**config.mk**
```make
export PLATFORM = sky130hd
export DESIGN_NAME = hss_fifo
export DESIGN_NICKNAME = d
export VERILOG_FILES = /design/src/rtl/hss_pkg.sv /design/src/rtl/hss_fifo.sv
export SDC_FILE = /design/constraint.sdc
export NUM_CORES = 1
export LEC_CHECK = 0
export ABC_AREA = 1
export BUFFER_PORTS_ARGS = -buffer_cell sky130_fd_sc_hd__buf_2
export CELL_PAD_IN_SITES_DETAIL_PLACEMENT = 1
export CELL_PAD_IN_SITES_GLOBAL_PLACEMENT = 2
export CORE_MARGIN = 2
export CORE_UTILIZATION = 41
export CTS_CLUSTER_SIZE = 12
export DETAILED_ROUTE_END_ITERATION = 8
export PLACE_DENSITY = 0.88
export SLEW_MARGIN = 10
export SYNTH_ARGS = -nofsm -noshare
export SYNTH_HDL_FRONTEND = slang
export SYNTH_SLANG_ARGS = --single-unit
```
**constraint.sdc**
```tcl
create_clock -name clk -period 4.9 [get_ports clk]
set_input_delay 0.98 -clock clk [delete_from_list [all_inputs] [get_ports clk]]
set_output_delay 0.98 -clock clk [all_outputs]
set_load 0.01 [all_outputs]
```
**src/rtl/hss_pkg.sv**
```systemverilog
// Shared types, constants and helpers for the half-step stepper positioner.
package hss_pkg;

	localparam int ACTION_W = 2;
	localparam int TARGET_W = 24;
	localparam int POS_W    = 21;
	localparam int MAG_W    = 20;
	localparam int SPR_W    = 16;
	localparam int DELAY_W  = 16;
	localparam int COIL_W   = 4;
	localparam int ADDR_W   = 4;
	localparam int DATA_W   = 32;

	// degree conversion: |deg| * steps_per_rev, then /360 as >>3 and *recip(45)
	localparam int PROD_W      = TARGET_W + SPR_W;
	localparam int DIV8_SHIFT  = 3;
	localparam int BOUND_W     = 29;
	localparam int QIN_W       = BOUND_W - DIV8_SHIFT;
	localparam int RECIP_W     = 27;
	localparam int RECIP_SHIFT = 32;
	localparam int QPROD_W     = QIN_W + RECIP_W;
	localparam logic [RECIP_W-1:0] RECIP45     = 27'd95443718;
	localparam logic [8:0]         DEG_PER_REV = 9'd360;

	localparam int QUEUE_DEPTH = 4;

	localparam logic [ACTION_W-1:0] ACT_TICK = 2'd0;
	localparam logic [ACTION_W-1:0] ACT_STEP = 2'd1;
	localparam logic [ACTION_W-1:0] ACT_DEG  = 2'd2;

	localparam logic [1:0] REG_MAX_POS    = 2'd0;
	localparam logic [1:0] REG_STEPS_REV  = 2'd1;
	localparam logic [1:0] REG_STEP_DELAY = 2'd2;

	localparam logic [MAG_W-1:0]   MAX_POS_RST   = 20'hFFFFF;
	localparam logic [SPR_W-1:0]   STEPS_REV_RST = 16'd4096;
	localparam logic [DELAY_W-1:0] DELAY_RST     = 16'd2;

	typedef enum logic [1:0] {
		OP_TICK,
		OP_SET,
		OP_NOP
	} op_t;

	typedef struct packed {
		op_t                     op;
		logic signed [POS_W-1:0] target;
		logic                    clamped;
	} qent_t;

	typedef struct packed {
		logic [MAG_W-1:0]   max_position;
		logic [SPR_W-1:0]   steps_per_rev;
		logic [DELAY_W-1:0] step_delay;
	} cfg_t;

	function automatic logic [COIL_W-1:0] coil_pattern(input logic [2:0] phase);
		logic [COIL_W-1:0] pat;
		case (phase)
			3'd0: pat = 4'h1;
			3'd1: pat = 4'h3;
			3'd2: pat = 4'h2;
			3'd3: pat = 4'h6;
			3'd4: pat = 4'h4;
			3'd5: pat = 4'hC;
			3'd6: pat = 4'h8;
			3'd7: pat = 4'h9;
			default: pat = 4'h1;
		endcase
		return pat;
	endfunction

endpackage

```
**src/rtl/hss_fifo.sv**
```systemverilog
// Short queue between the front end and the motion back end.
module hss_fifo import hss_pkg::*; #(
	parameter int DEPTH = QUEUE_DEPTH
) (
	input  logic  clk,
	input  logic  arst_n,
	input  logic  push,
	input  qent_t din,
	output logic  full,
	input  logic  pop,
	output qent_t dout,
	output logic  not_empty
);

	localparam int PTR_W = $clog2(DEPTH);
	localparam int CNT_W = $clog2(DEPTH + 1);

	qent_t            mem_q [DEPTH];
	logic [PTR_W-1:0] wr_q, rd_q;
	logic [CNT_W-1:0] count_q;

	assign full      = count_q == CNT_W'(DEPTH);
	assign not_empty = count_q != '0;
	assign dout      = mem_q[rd_q];

	always_ff @(posedge clk) begin
		if (push)
			mem_q[wr_q] <= din;
	end

	always_ff @(posedge clk or negedge arst_n) begin
		if (!arst_n) begin
			wr_q    <= '0;
			rd_q    <= '0;
			count_q <= '0;
		end else begin
			if (push)
				wr_q <= (wr_q == PTR_W'(DEPTH - 1)) ? '0 : wr_q + 1'b1;
			if (pop)
				rd_q <= (rd_q == PTR_W'(DEPTH - 1)) ? '0 : rd_q + 1'b1;
			case ({push, pop})
				2'b10:   count_q <= count_q + 1'b1;
				2'b01:   count_q <= count_q - 1'b1;
				default: count_q <= count_q;
			endcase
		end
	end

endmodule

```
Word-level counts from Yosys, hierarchy flattened --
Memories as Yosys holds them, arrays and structs flattened. Index checks and enable logic that the tools add are counted.
Operators by class: add/subtract/negate cells 4, multipliers 0, div/mod/pow operators 0, magnitude comparators 0, eq/ne operators 5, shifts and indexed selects 0, multiplexer cells 5, bitwise gates (word level) 0, reductions and logical operators 2
Operator list (number):
- $eq A2 B2 Y1 const B | 3
- $pmux W3 S2 | 1
- $add A2 B1 Y2 const B | 2
- $mux W2 | 2
- $add A3 B1 Y3 const B | 1
- $eq A3 B3 Y1 const B | 1
- $reduce_bool A3 Y1 | 1
- $sub A3 B1 Y3 const B | 1
- $eq A2 B1 Y1 const B | 1
- $mux W1 | 2
- $reduce_bool A2 Y1 | 1
Word-level totals: register bits after elaboration 7, latch bits 0, bits in writable memories 96, ROM bits 0, input bits 28, output and inout port bits 26, logic and storage cells 20, memories kept 1
Memory list:
- mem_q | depth 4, bits a word 24, read ports 1, clocked after Yosys merged registers in 0, write ports 1, line hss_fifo.sv:18 | qent_t mem_q [DEPTH];

Logic depth before layout (Yosys ltp) --
word-level depth 2, mapped depth 9, gate-level depth less buffers 8

Worst setup path before layout --
No wires, ideal clock.
kind input-to-reg, from in push, to reg count_q[2], setup time 0.117 ns, arrival 2.111 ns, required time 4.783 ns, slack 2.672 ns, stages 8, buffers on the path 1, cells stage by stage clkbuf_1 > inv_1 > ha_1 > fa_1 > nand2_1 > nand3_1 > nand2_1 > nand2_1
Between the ends: word-level cells in the longest chain between the ends 2, elaborated cells on any way between the ends 4, classes of those cells eq/ne: 2; mux: 1; reduce/logical: 1
RTL lines:
- start: declaration | line hss_fifo.sv:7 | input logic push,
- $eq A2 B1 Y1 / $eq A2 B2 Y1 (equally long branches) | line hss_fifo.sv:41 | case ({push, pop})
- $pmux W3 S2 / $reduce_bool A2 Y1 (equally long branches)
- end signal: assignment | line hss_fifo.sv:42 | 2'b10: count_q <= count_q + 1'b1;
- end signal: assignment | line hss_fifo.sv:43 | 2'b01: count_q <= count_q - 1'b1;
- end signal: assignment | line hss_fifo.sv:44 | default: count_q <= count_q;
- end: declaration | line hss_fifo.sv:20 | logic [CNT_W-1:0] count_q;
Several ways; a longest one is shown, not always the timed one. A chain may end at the register's enable or synchronous reset.

==> flow_metrics.py <==
metrics = {
    "outcome": {
        "status": "completed",
    },
    "die": {
        "fp.dieH_um": 106.9,
        "core_area_um2": 10320,
        "rows": 37,
        "start_util_pct": 42.04,
        "io_pins": 54,
        "die_x_um": 106.9,
        "die_area_um2": 11430,
    },
    "cts": {
        "root_buffer": "clkbuf_8",
        "ctsResizeCount": 0,
        "worstSkewPairLatency_ps": 360,
        "tritoncts": "yes",
        "cts_sinks": 103,
        "cts_buffers": 9,
        "cts_buffer_depth": 2,
        "cts_htree_levels": 3,
        "path_clk_slew_ps": 100,
        "hold_buffers": 0,
        "post-cts-setup-buffers": 0,
    },
    "placement": {
        "place_area_um2": 4673,
        "gp_congestion": 0.7193,
        "io_buffers": 53,
        "hpwl_mm": 5.163,
    },
    "logic_synthesis": {
        "yosys_warnings": 0,
        "synth_area_leaders": "edfxtp_1 (66%), nand2_1 (9.6%), inv_1 (5.2%), nor2_1 (4.3%), dfrtp_1 (4.0%)",
        "seq_area_frac_synth_pct": 70.45,
        "synth_most_common_cell": "nand2_1",
        "yosys-mux-area-fraction_pct": 0,
        "synth_top_cell_by_area": "edfxtp_1",
        "yosys-top-cells-count": "nand2_1 (111), edfxtp_1 (96), inv_1 (60)",
        "syn-cell-area_um2": 4340,
        "synth_edf_count": 96,
        "syn_inst": 382,
        "synth-seq-cells": 103,
        "synth_compound_area_share_pct": 4.843,
        "syn-num-nets": 417,
        "yosys.area_share.simple_pct": 14.30,
        "synth_xor_area_share_pct": 0.2018,
        "async_reset_ff_share_pct": 6.796,
        "synth_area_per_cell_um2": 11.36,
        "synth_cell_type_count": 20,
        "synth_fa_ha_area_share_pct": 2.191,
        "synth_top_area_share_pct": 66.42,
        "synth_top_family_by_area": "simple AND/OR/NAND/NOR gates",
        "synth_ff_type": "edfxtp_1",
    },
    "drt": {
        "final_antenna_net_count": 0,
        "drtIter0Drc": 92,
        "wl_mm": 8.091,
        "drc": 0,
        "vias": 2668,
        "wl_per_cell_um": 14.17,
        "drt_pre_antenna_iters": 4,
        "routed_via_density": 4.673,
    },
    "power": {
        "pwr-share-seq_pct": 48.3,
        "leakagePower_nw": 2.074,
        "powerDensity_nw_per_um2": 537.5,
        "power_frac_clock_pct": 17.7,
        "p_int_w": 0.001634,
        "p_sw_share_pct": 37.11,
        "p_switching_w": 0.0009644,
        "combPwrFrac_pct": 34.0,
        "irDropWorstVdd_mv": 0.1949,
    },
    "cells_and_area": {
        "area_growth_pct": 11.39,
        "fillerInstances": 1158,
        "drive_gt1_share_pct": 16.32,
        "final_area_um2": 4835,
        "antenna_cells": 0,
        "nets": 466,
    },
    "global_routing": {
        "grtUsageTotal_pct": 15.28,
        "antenna_found_initial": 0,
        "met2_usage_pct": 26.66,
        "grt_pass1_vias": 2673,
        "grt_pass1_wl_mm": 13.12,
        "met3_usage_pct": 3.951,
        "met1_usage_pct": 18.47,
        "grt_max_degree": 62,
        "gr-max-usage-layer": "met2",
        "overflow": 0,
    },
    "setup_path": {
        "r2r_setup_slack_ps": 2780,
        "rr_startpoint": "rd_q[0]$_DFFE_PN0P_",
        "path_max_fanout": 61,
        "cp-start-kind": "flip-flop",
        "path_class": "reg2out",
        "cp.required_ps": 3920,
        "end_kind": "output port",
        "worstRegToRegCells": 4,
        "r2r_end": "rd_q[1]$_DFFE_PN0P_",
        "cp.arrival_ps": 2370,
    },
    "sta": {
        "finalSetupTns_ps": 0,
        "grt_setup_unrepaired": "false",
        "maxSlewViolCount": 0,
        "hold_viol_final": 0,
        "fin_crit_ps": 3351,
        "skew_ps": 8.055,
        "fin_crit_sh_pct": 68.38,
        "fmax_ghz": 0.2984,
        "worst_slew_pin_slew_ps": 1154,
        "setup_violations": 0,
        "max_slew_margin_pct": 23.01,
    },
    "flow_run": {
        "cap_violations": 0,
    },
    "hold_path": {
        "hold_path_class": "in2async",
    },
}
[critical path, cell delays in order (launching register included)]
cell and delay [ps]:
dfrtp_2 1020, buf_4 510, nor2_1 90, nor2_1 110, nand2_1 70, nand2_1 70, buf_2 130
[registers in the layout (all words and copies together) (netlist names)]
name / count
count_q: 3
mem_q: 96
rd_q: 2
wr_q: 2
[cell usage in the layout (no fill, tap or decap)]
cell type / count
nand2_1: 111
o211ai_2: 1
nand4_1: 1
dfrtp_1: 6
fa_1: 1
clkinvlp_4: 1
o21ai_0: 3
clkbuf_8: 9
inv_2: 1
inv_1: 60
ha_1: 6
buf_2: 53
nor3_1: 1
clkinv_4: 1
xnor2_1: 1
a21oi_1: 2
o211ai_1: 23
clkinv_1: 2
edfxtp_1: 96
buf_4: 2
nand3_1: 1
nor2_1: 50
inv_6: 1
dfrtp_2: 1
clkinv_2: 1
[metal layers]
layer / routed length [um] / part of all wire [%]
met5: 0 / 0
met4: 101 / 1.2
met3: 336 / 4.2
met2: 3871 / 48
met1: 3782 / 47
[worst max path at each step]
stage / from / endpoint / cells past startpoint
after floorplan: push / count_q[2]$_DFFE_PN0P_ / 8
after global placement: rd_q[0]$_DFFE_PN0P_ / dout[22] / 6
after detailed placement: rd_q[0]$_DFFE_PN0P_ / dout[16] / 6
after CTS: rd_q[0]$_DFFE_PN0P_ / dout[16] / 6
after global routing: rd_q[0]$_DFFE_PN0P_ / dout[14] / 6
final: rd_q[0]$_DFFE_PN0P_ / dout[16] / 6
[power by group through the flow]
stage                     clock network [W]  registers, W  logic (W)
after global placement                    0       0.00127   0.000873
after detailed placement                  0       0.00128   0.000904
after floorplan                           0       0.00120   0.000709
after CTS                          0.000469       0.00126   0.000906
final                              0.000460       0.00126   0.000882
after global routing               0.000507       0.00128    0.00102
[metrics by stage]
stage               setup WS (ps)  power (W)  hold slack (ps)  instances  util, %
finish                       1549   0.002599            436.2        571    46.83
global route                 1268   0.002803            426.6        571    46.83
CTS                          1509   0.002634            431.3        571    46.83
detailed placement           1909   0.002182            462.5        556    45.27
global placement             2011   0.002139            454.3        556    45.27
floorplan                    2672   0.001904            441.7        382        -
[cells by family (layout without fill, tap and decap cells)]
group	count (synthesis)	count (layout)
AND/OR/NAND/NOR	164	164
flip-flops	103	103
buffers and inverters	78	131
AO/OA/AOI/OAI	29	29
adder cells (fa/ha/maj)	7	7
XOR/XNOR	1	1
[layout make-up]
cell class	instances	area [um^2]	area share, %
repair buffers	55	280.3	5.797
multi-input cells	201	934.6	19.33
well taps	136	170.2	3.520
inverters	61	229.0	4.736
clock buffers	9	123.9	2.562
clock inverters	6	37.54	0.7764
flip-flops and latches	103	3059	63.28
No activity file was read; power rests on OpenSTA's default activity.
