==> config.mk <==
export PLATFORM = sky130hd
export DESIGN_NAME = hss_cfg
export DESIGN_NICKNAME = d
export VERILOG_FILES = /design/src/rtl/hss_pkg.sv /design/src/rtl/hss_cfg.sv
export SDC_FILE = /design/constraint.sdc
export NUM_CORES = 1
export LEC_CHECK = 0
export BUFFER_PORTS_ARGS = -buffer_cell sky130_fd_sc_hd__buf_4
export CAP_MARGIN = 20
export CORE_ASPECT_RATIO = 0.9
export CORE_UTILIZATION = 46
export DETAILED_ROUTE_END_ITERATION = 6
export GPL_ROUTABILITY_DRIVEN = 0
export PLACE_DENSITY = 0.9
export SKIP_LAST_GASP = 1
export SLEW_MARGIN = 20
export SYNTH_ARGS = -nofsm -noshare
export SYNTH_HDL_FRONTEND = slang
export SYNTH_SLANG_ARGS = --single-unit
==> constraint.sdc <==
create_clock -name clk -period 1.35 [get_ports clk]
set_input_delay 0.2025 -clock clk [delete_from_list [all_inputs] [get_ports clk]]
set_output_delay 0.2025 -clock clk [all_outputs]
set_load 0.005 [all_outputs]
==> src/rtl/hss_pkg.sv <==
// Shared types, constants and helpers for the half-step stepper positioner.
package hss_pkg;

	localparam int ACTION_W = 2;
	localparam int TARGET_W = 24;
	localparam int POS_W    = 21;
	localparam int MAG_W    = 20;
	localparam int SPR_W    = 16;
	localparam int DELAY_W  = 16;
	localparam int COIL_W   = 4;
	localparam int ADDR_W   = 4;
	localparam int DATA_W   = 32;

	// degree conversion: |deg| * steps_per_rev, then /360 as >>3 and *recip(45)
	localparam int PROD_W      = TARGET_W + SPR_W;
	localparam int DIV8_SHIFT  = 3;
	localparam int BOUND_W     = 29;
	localparam int QIN_W       = BOUND_W - DIV8_SHIFT;
	localparam int RECIP_W     = 27;
	localparam int RECIP_SHIFT = 32;
	localparam int QPROD_W     = QIN_W + RECIP_W;
	localparam logic [RECIP_W-1:0] RECIP45     = 27'd95443718;
	localparam logic [8:0]         DEG_PER_REV = 9'd360;

	localparam int QUEUE_DEPTH = 4;

	localparam logic [ACTION_W-1:0] ACT_TICK = 2'd0;
	localparam logic [ACTION_W-1:0] ACT_STEP = 2'd1;
	localparam logic [ACTION_W-1:0] ACT_DEG  = 2'd2;

	localparam logic [1:0] REG_MAX_POS    = 2'd0;
	localparam logic [1:0] REG_STEPS_REV  = 2'd1;
	localparam logic [1:0] REG_STEP_DELAY = 2'd2;

	localparam logic [MAG_W-1:0]   MAX_POS_RST   = 20'hFFFFF;
	localparam logic [SPR_W-1:0]   STEPS_REV_RST = 16'd4096;
	localparam logic [DELAY_W-1:0] DELAY_RST     = 16'd2;

	typedef enum logic [1:0] {
		OP_TICK,
		OP_SET,
		OP_NOP
	} op_t;

	typedef struct packed {
		op_t                     op;
		logic signed [POS_W-1:0] target;
		logic                    clamped;
	} qent_t;

	typedef struct packed {
		logic [MAG_W-1:0]   max_position;
		logic [SPR_W-1:0]   steps_per_rev;
		logic [DELAY_W-1:0] step_delay;
	} cfg_t;

	function automatic logic [COIL_W-1:0] coil_pattern(input logic [2:0] phase);
		logic [COIL_W-1:0] pat;
		case (phase)
			3'd0: pat = 4'h1;
			3'd1: pat = 4'h3;
			3'd2: pat = 4'h2;
			3'd3: pat = 4'h6;
			3'd4: pat = 4'h4;
			3'd5: pat = 4'hC;
			3'd6: pat = 4'h8;
			3'd7: pat = 4'h9;
			default: pat = 4'h1;
		endcase
		return pat;
	endfunction

endpackage

==> src/rtl/hss_cfg.sv <==
// APB register file: max_position, steps_per_rev, step_delay.
module hss_cfg import hss_pkg::*; (
	input  logic              clk,
	input  logic              arst_n,
	input  logic              psel,
	input  logic              penable,
	input  logic              pwrite,
	input  logic [ADDR_W-1:0] paddr,
	input  logic [DATA_W-1:0] pwdata,
	output logic [DATA_W-1:0] prdata,
	output logic              pready,
	output cfg_t              cfg
);

	cfg_t       cfg_q;
	logic       wr_en;
	logic [1:0] idx;

	assign pready = 1'b1;
	assign wr_en  = psel && penable && pwrite && pready;
	assign idx    = paddr[ADDR_W-1:2];
	assign cfg    = cfg_q;

	always_ff @(posedge clk or negedge arst_n) begin
		if (!arst_n) begin
			cfg_q.max_position  <= MAX_POS_RST;
			cfg_q.steps_per_rev <= STEPS_REV_RST;
			cfg_q.step_delay    <= DELAY_RST;
		end else if (wr_en) begin
			case (idx)
				REG_MAX_POS:    cfg_q.max_position  <= pwdata[MAG_W-1:0];
				REG_STEPS_REV:  cfg_q.steps_per_rev <= pwdata[SPR_W-1:0];
				REG_STEP_DELAY: cfg_q.step_delay    <= pwdata[DELAY_W-1:0];
				default: ;
			endcase
		end
	end

	always_comb begin
		case (idx)
			REG_MAX_POS:    prdata = {{(DATA_W-MAG_W){1'b0}}, cfg_q.max_position};
			REG_STEPS_REV:  prdata = {{(DATA_W-SPR_W){1'b0}}, cfg_q.steps_per_rev};
			REG_STEP_DELAY: prdata = {{(DATA_W-DELAY_W){1'b0}}, cfg_q.step_delay};
			default:        prdata = '0;
		endcase
	end

endmodule

Word-level counts from Yosys, hierarchy flattened
Index checks and enable logic that the tools add are counted.
- output and inout port bits: 85
- ROM bits: 0
- memories kept: 0
- latch bits: 0
- input port bits: 41
- logic and storage cells: 12
- bits in registers: 52
- memory bits (writable): 0
- equality and inequality tests: 2
- multiply operators: 0
- reduce and logical (&&, ||, !) cells: 6
- bitwise gates (word level): 0
- shift-type cells: 0
- div/mod/pow operators: 0
- multiplexer cells: 1
- order comparisons: 0
- add/subtract/negate cells: 0
- operators with widths (operator ; number):
    20-bit case mux with 3 select lines ; 1
    2-bit AND reduction ; 3
    2-bit by 1-bit equality test with 1-bit output (second input constant) ; 1
    2-bit equality test (second input constant) ; 1
    1-bit logical AND ; 2
    2-bit zero test ; 1

Logic depth before layout (Yosys ltp)
- depth after elaboration: 3
- depth in mapped cells: 5
- mapped depth without buffers: 3

Worst setup path after synthesis
Ideal clock, no wire load.
- path kind: input to register
- start point: in pwrite
- end point: reg cfg_q (netlist bit cfg[10])
- arrival time: 1185 ps
- stages: 4
- setup slack: 40 ps
- required time: 1225 ps
- cell sequence: nand3_2 > nor3b_4 > buf_8 > mux2_4
- cells in the longest elaborated chain, start to end: 2
- ends and longest elaborated chain (item ; line ; text):
    start: declaration ; hss_cfg.sv:7 ; input logic pwrite,
    1-bit logical AND ; hss_cfg.sv:20 ; assign wr_en = psel && penable && pwrite && pready;
    2-bit AND reduction (no line) ; n/a ;
    end: declaration ; hss_cfg.sv:15 ; cfg_t cfg_q;
Every way passes these cells.
A chain may end at the register's enable or synchronous reset.

Final worst setup path
- start point: reg cfg_q (netlist bit cfg[39])
- end point: out prdata[7]
- cells in the longest elaborated chain, start to end: 1
- ends and longest elaborated chain (item ; line ; text):
    20-bit case mux with 3 select lines ; hss_cfg.sv:40 ; case (idx)
    end: declaration ; hss_cfg.sv:10 ; output logic [DATA_W-1:0] prdata,
Every way passes these cells.

==> implementation parameters <==
Parameter                              Value

Run status
  Outcome    finished with violations
  Violations in the final reports    negative setup slack

Pwr
  Sw Pwr    roughly 0.0013 W
  Share of power burned in the clock network    18.0%
  Switching power share of the total    a little over a quarter
  Relative contribution of sequential cells to total power    between 40% and 50%
  Leakage power    approximately 1.8 nW
  Highest ir drop seen on vdd    between 0.7 and 0.8 mV
  Pwr dens    between 1000 and 1500 nW/um2
  Part of the power in combinational logic    between 30% and 40%
  Overall Power    0.00492 W
  Cell internal power dissipation    approximately 0.0036 W

Global routing
  Antenna violations before repair    0
  Residual overflow from global routing    0
  Maximum number of pins on one net before global-route repair    32
  Vias in the first global route    between 1500 and 2000
  First-pass GRT wire length    9390 um
  Global routing usage summed across all routing layers    21.8%

Die
  Placeable core area    approximately 5300 um2
  Area of the die    5810 um2
  Initial core utilization    a little under half
  Chip Height    72.4 um
  IO Pins    126
  Die Wd    about 80 um
  Num rows    25

Yosys
  Most frequent cell after synthesis    sky130_fd_sc_hd__mux2_2
  Flip-flop and latch count after synthesis    52
  Number of warnings printed during yosys synthesis    0
  Seq/Total Area, Yosys    a little over half
  Number of flops mapped to enable cells by yosys    0
  Share of flip-flops with an asynchronous set or reset after synthesis    100%
  Syn avg cell area    13.6 um2
  Total standard cell area after synthesis    between 2000 and 3000 um2
  Post-synthesis instance total    about 190
  Biggest area consumer among synthesized cells    sky130_fd_sc_hd__dfrtp_1
  Post-synth cell types    19
  Post-synth top cells    42 x sky130_fd_sc_hd__mux2_2, 30 x sky130_fd_sc_hd__dfrtp_1, 22 x sky130_fd_sc_hd__dfstp_2
  Synth Flop Type    sky130_fd_sc_hd__dfrtp_1
  Fraction of post-synthesis cell area in the top cell type by area    29.6%
  Cells taking the most area after synthesis    sky130_fd_sc_hd__dfrtp_1 30%, sky130_fd_sc_hd__dfstp_2 23%, sky130_fd_sc_hd__mux2_2 19%

Detailed routing
  Count of antenna-violating nets left after detailed routing    0
  DRC    0
  Number of design-rule violations left by the first detailed-router iteration    39
  Number of vias per cell    ~5.0
  Routed wirelength normalized by instance count    15.8 um
  Via count    between 1500 and 2000
  Initial DRT Pass Iterations    4
  Final wirelength    ~6000 um

Place
  Final HPWL DP    ~4300 um
  Count of buffers inserted at the top-level ports    98
  Placement Setup Slack    -0.0272 ns

Final layout
  Sequential cell area    between 1000 and 1500 um2
  Diodes inserted    0
  Area of the multi-input gates    approximately 1100 um2
  Fill cell count    ~420
  Post-layout nets    351
  Flip-flop count of the largest register, all copies and words added    52
  Syn-to-layout area delta    39.9%
  Final cell utilization of the core    ~67%
  Ratio of cells with drive above 1 in the final layout    between 60% and 70%

Critical path
  Crit Path Class    register to primary output
  Critical Path Source Type    register
  Crit path required time    roughly 1.2 ns
  Type of destination of the critical path    primary output
  Number of cells traversed by the worst register-to-register path    3
  Worst path arrival time    between 1 and 1.5 ns
  Largest fanout on the critical path    2

Clocking
  Clock tree from TritonCTS    yes
  Insertion delay of the later-clocked pin in the worst-skew pair    a little under 0.3 ns
  Max Buffers Root-to-Sink    2
  TritonCTS Sinks    52
  Number of buffers created by CTS    5
  Count of H-tree levels built during CTS    2
  Clk root buf    sky130_fd_sc_hd__clkbuf_8
  Clock slew at the register clock pins of the worst setup and hold paths    about 0.09 ns

Flow run
  Reported max-cap violation count    0

STA
  Max-slew violation count    0
  RSZ-0062 raised after global routing    yes
  Setup-failing EPs final    7
  Tmin final    ~1.4 ns
  Worst-case setup margin in the final layout    -0.0775 ns
  Maximum clock skew at final layout    0 ns
  Max Freq    701 MHz
  Final hold viol count    0
  Tcrit/Tclk final    106%

Worst hold path
  Min-Delay Path Class    input pin to register
  Min-Delay Path Depth    2
## layout by cell type, fill, tap and decap left out
| master | n |
|---|---|
| sky130_fd_sc_hd__buf_4 | 126 |
| sky130_fd_sc_hd__mux2_2 | 42 |
| sky130_fd_sc_hd__dfrtp_1 | 30 |
| sky130_fd_sc_hd__dfstp_2 | 22 |
| sky130_fd_sc_hd__mux2i_1 | 16 |
| sky130_fd_sc_hd__nand2_1 | 16 |
| sky130_fd_sc_hd__o21ai_1 | 16 |
| sky130_fd_sc_hd__conb_1 | 13 |
| sky130_fd_sc_hd__mux2_4 | 10 |
| sky130_fd_sc_hd__clkbuf_8 | 6 |
| sky130_fd_sc_hd__and2_1 | 4 |
| sky130_fd_sc_hd__nor3b_4 | 2 |
| sky130_fd_sc_hd__clkinv_2 | 2 |
| sky130_fd_sc_hd__and2b_1 | 1 |
| sky130_fd_sc_hd__nor2_1 | 1 |
| sky130_fd_sc_hd__nand3_2 | 1 |
| sky130_fd_sc_hd__or3_4 | 1 |
| sky130_fd_sc_hd__dlygate4sd3_1 | 1 |
| sky130_fd_sc_hd__buf_12 | 1 |
## cell families (layout without fill, tap and decap cells)
| logic type | Yosys count | in the layout | share of synthesized area [%] |
|---|---|---|---|
| other | 2 | 13 | 0.296 |
| flip-flops | 52 | 52 | 52.4 |
| multiplexers | 68 | 68 | 30.9 |
| AND/OR/NAND/NOR | 26 | 26 | 6.12 |
| buffers and inverters | 23 | 136 | 7.15 |
| AO/OA/AOI/OAI | 16 | 16 | 3.16 |
## routing by layer
metal,GRT usage [%],share of wire [%],vias to the layer above
met5,0,0,-
met4,4.17,0.28,0
met3,5.28,5.8,2
met2,38.5,52,76
met1,27.4,42,932
li1,-,-,873
## layout make-up
class / count / area share (%)
Sequential cell: 52 / 37.4
Timing Repair Buffer: 128 / 27.5
Tap cell: 67 / 2.36
Clock inverter: 2 / 0.282
Clock buffer: 6 / 2.33
Multi-Input combinational cell: 123 / 30.1
## power groups by stage
| stage | registers (W) | clock network (W) | logic, W |
|---|---|---|---|
| global route | 0.00235 | 0.000986 | 0.00188 |
| global placement | 0.00233 | 0 | 0.00147 |
| floorplan | 0.00233 | 0 | 0.000596 |
| finish | 0.00230 | 0.000886 | 0.00173 |
| detailed placement | 0.00236 | 0 | 0.00152 |
| CTS | 0.00230 | 0.000924 | 0.00175 |
## worst max-delay path, cell delays in order (launching register included)
cell                      delay (ns)
sky130_fd_sc_hd__dfstp_2        0.54
sky130_fd_sc_hd__mux2i_1        0.06
sky130_fd_sc_hd__o21ai_1        0.19
sky130_fd_sc_hd__buf_4          0.15
## final timing paths
check / slack, ns / to / from
max: -0.08 / prdata[7] / cfg[39]
min: 0.14 / cfg[48] / pwdata[16]
max reg2reg: 0.41 / cfg[44] / cfg[44]
min reg2reg: 0.54 / cfg[19] / cfg[19]
max in group asynchronous: 0.48 / cfg[33] / arst_n
min in group asynchronous: 0.34 / cfg[14] / arst_n
## metrics by stage
step | instances | hold WS [ns] | cell area, um2 | setup TNS, ns
3_5_place_dp | 351 | 0.111 | 3310 | -0.327
2_1_floorplan | 198 | -0.0931 | 2580 | 0
6_report | 378 | 0.137 | 3550 | -0.155
4_1_cts | 377 | 0.125 | 3540 | -0.375
3_3_place_gp | 351 | 0.107 | 3310 | -0.0260
5_1_grt | 378 | 0.118 | 3550 | -1.04
## timing repair
action	in CTS	in global routing
cloned	0	0
setup endpoints to repair	16	16
hold endpoints to repair	11	0
buffers inserted	17	1
pin swaps	6	6
resized for setup	16	0
hold buffers	1	0
(Power assumes the default switching activity.)
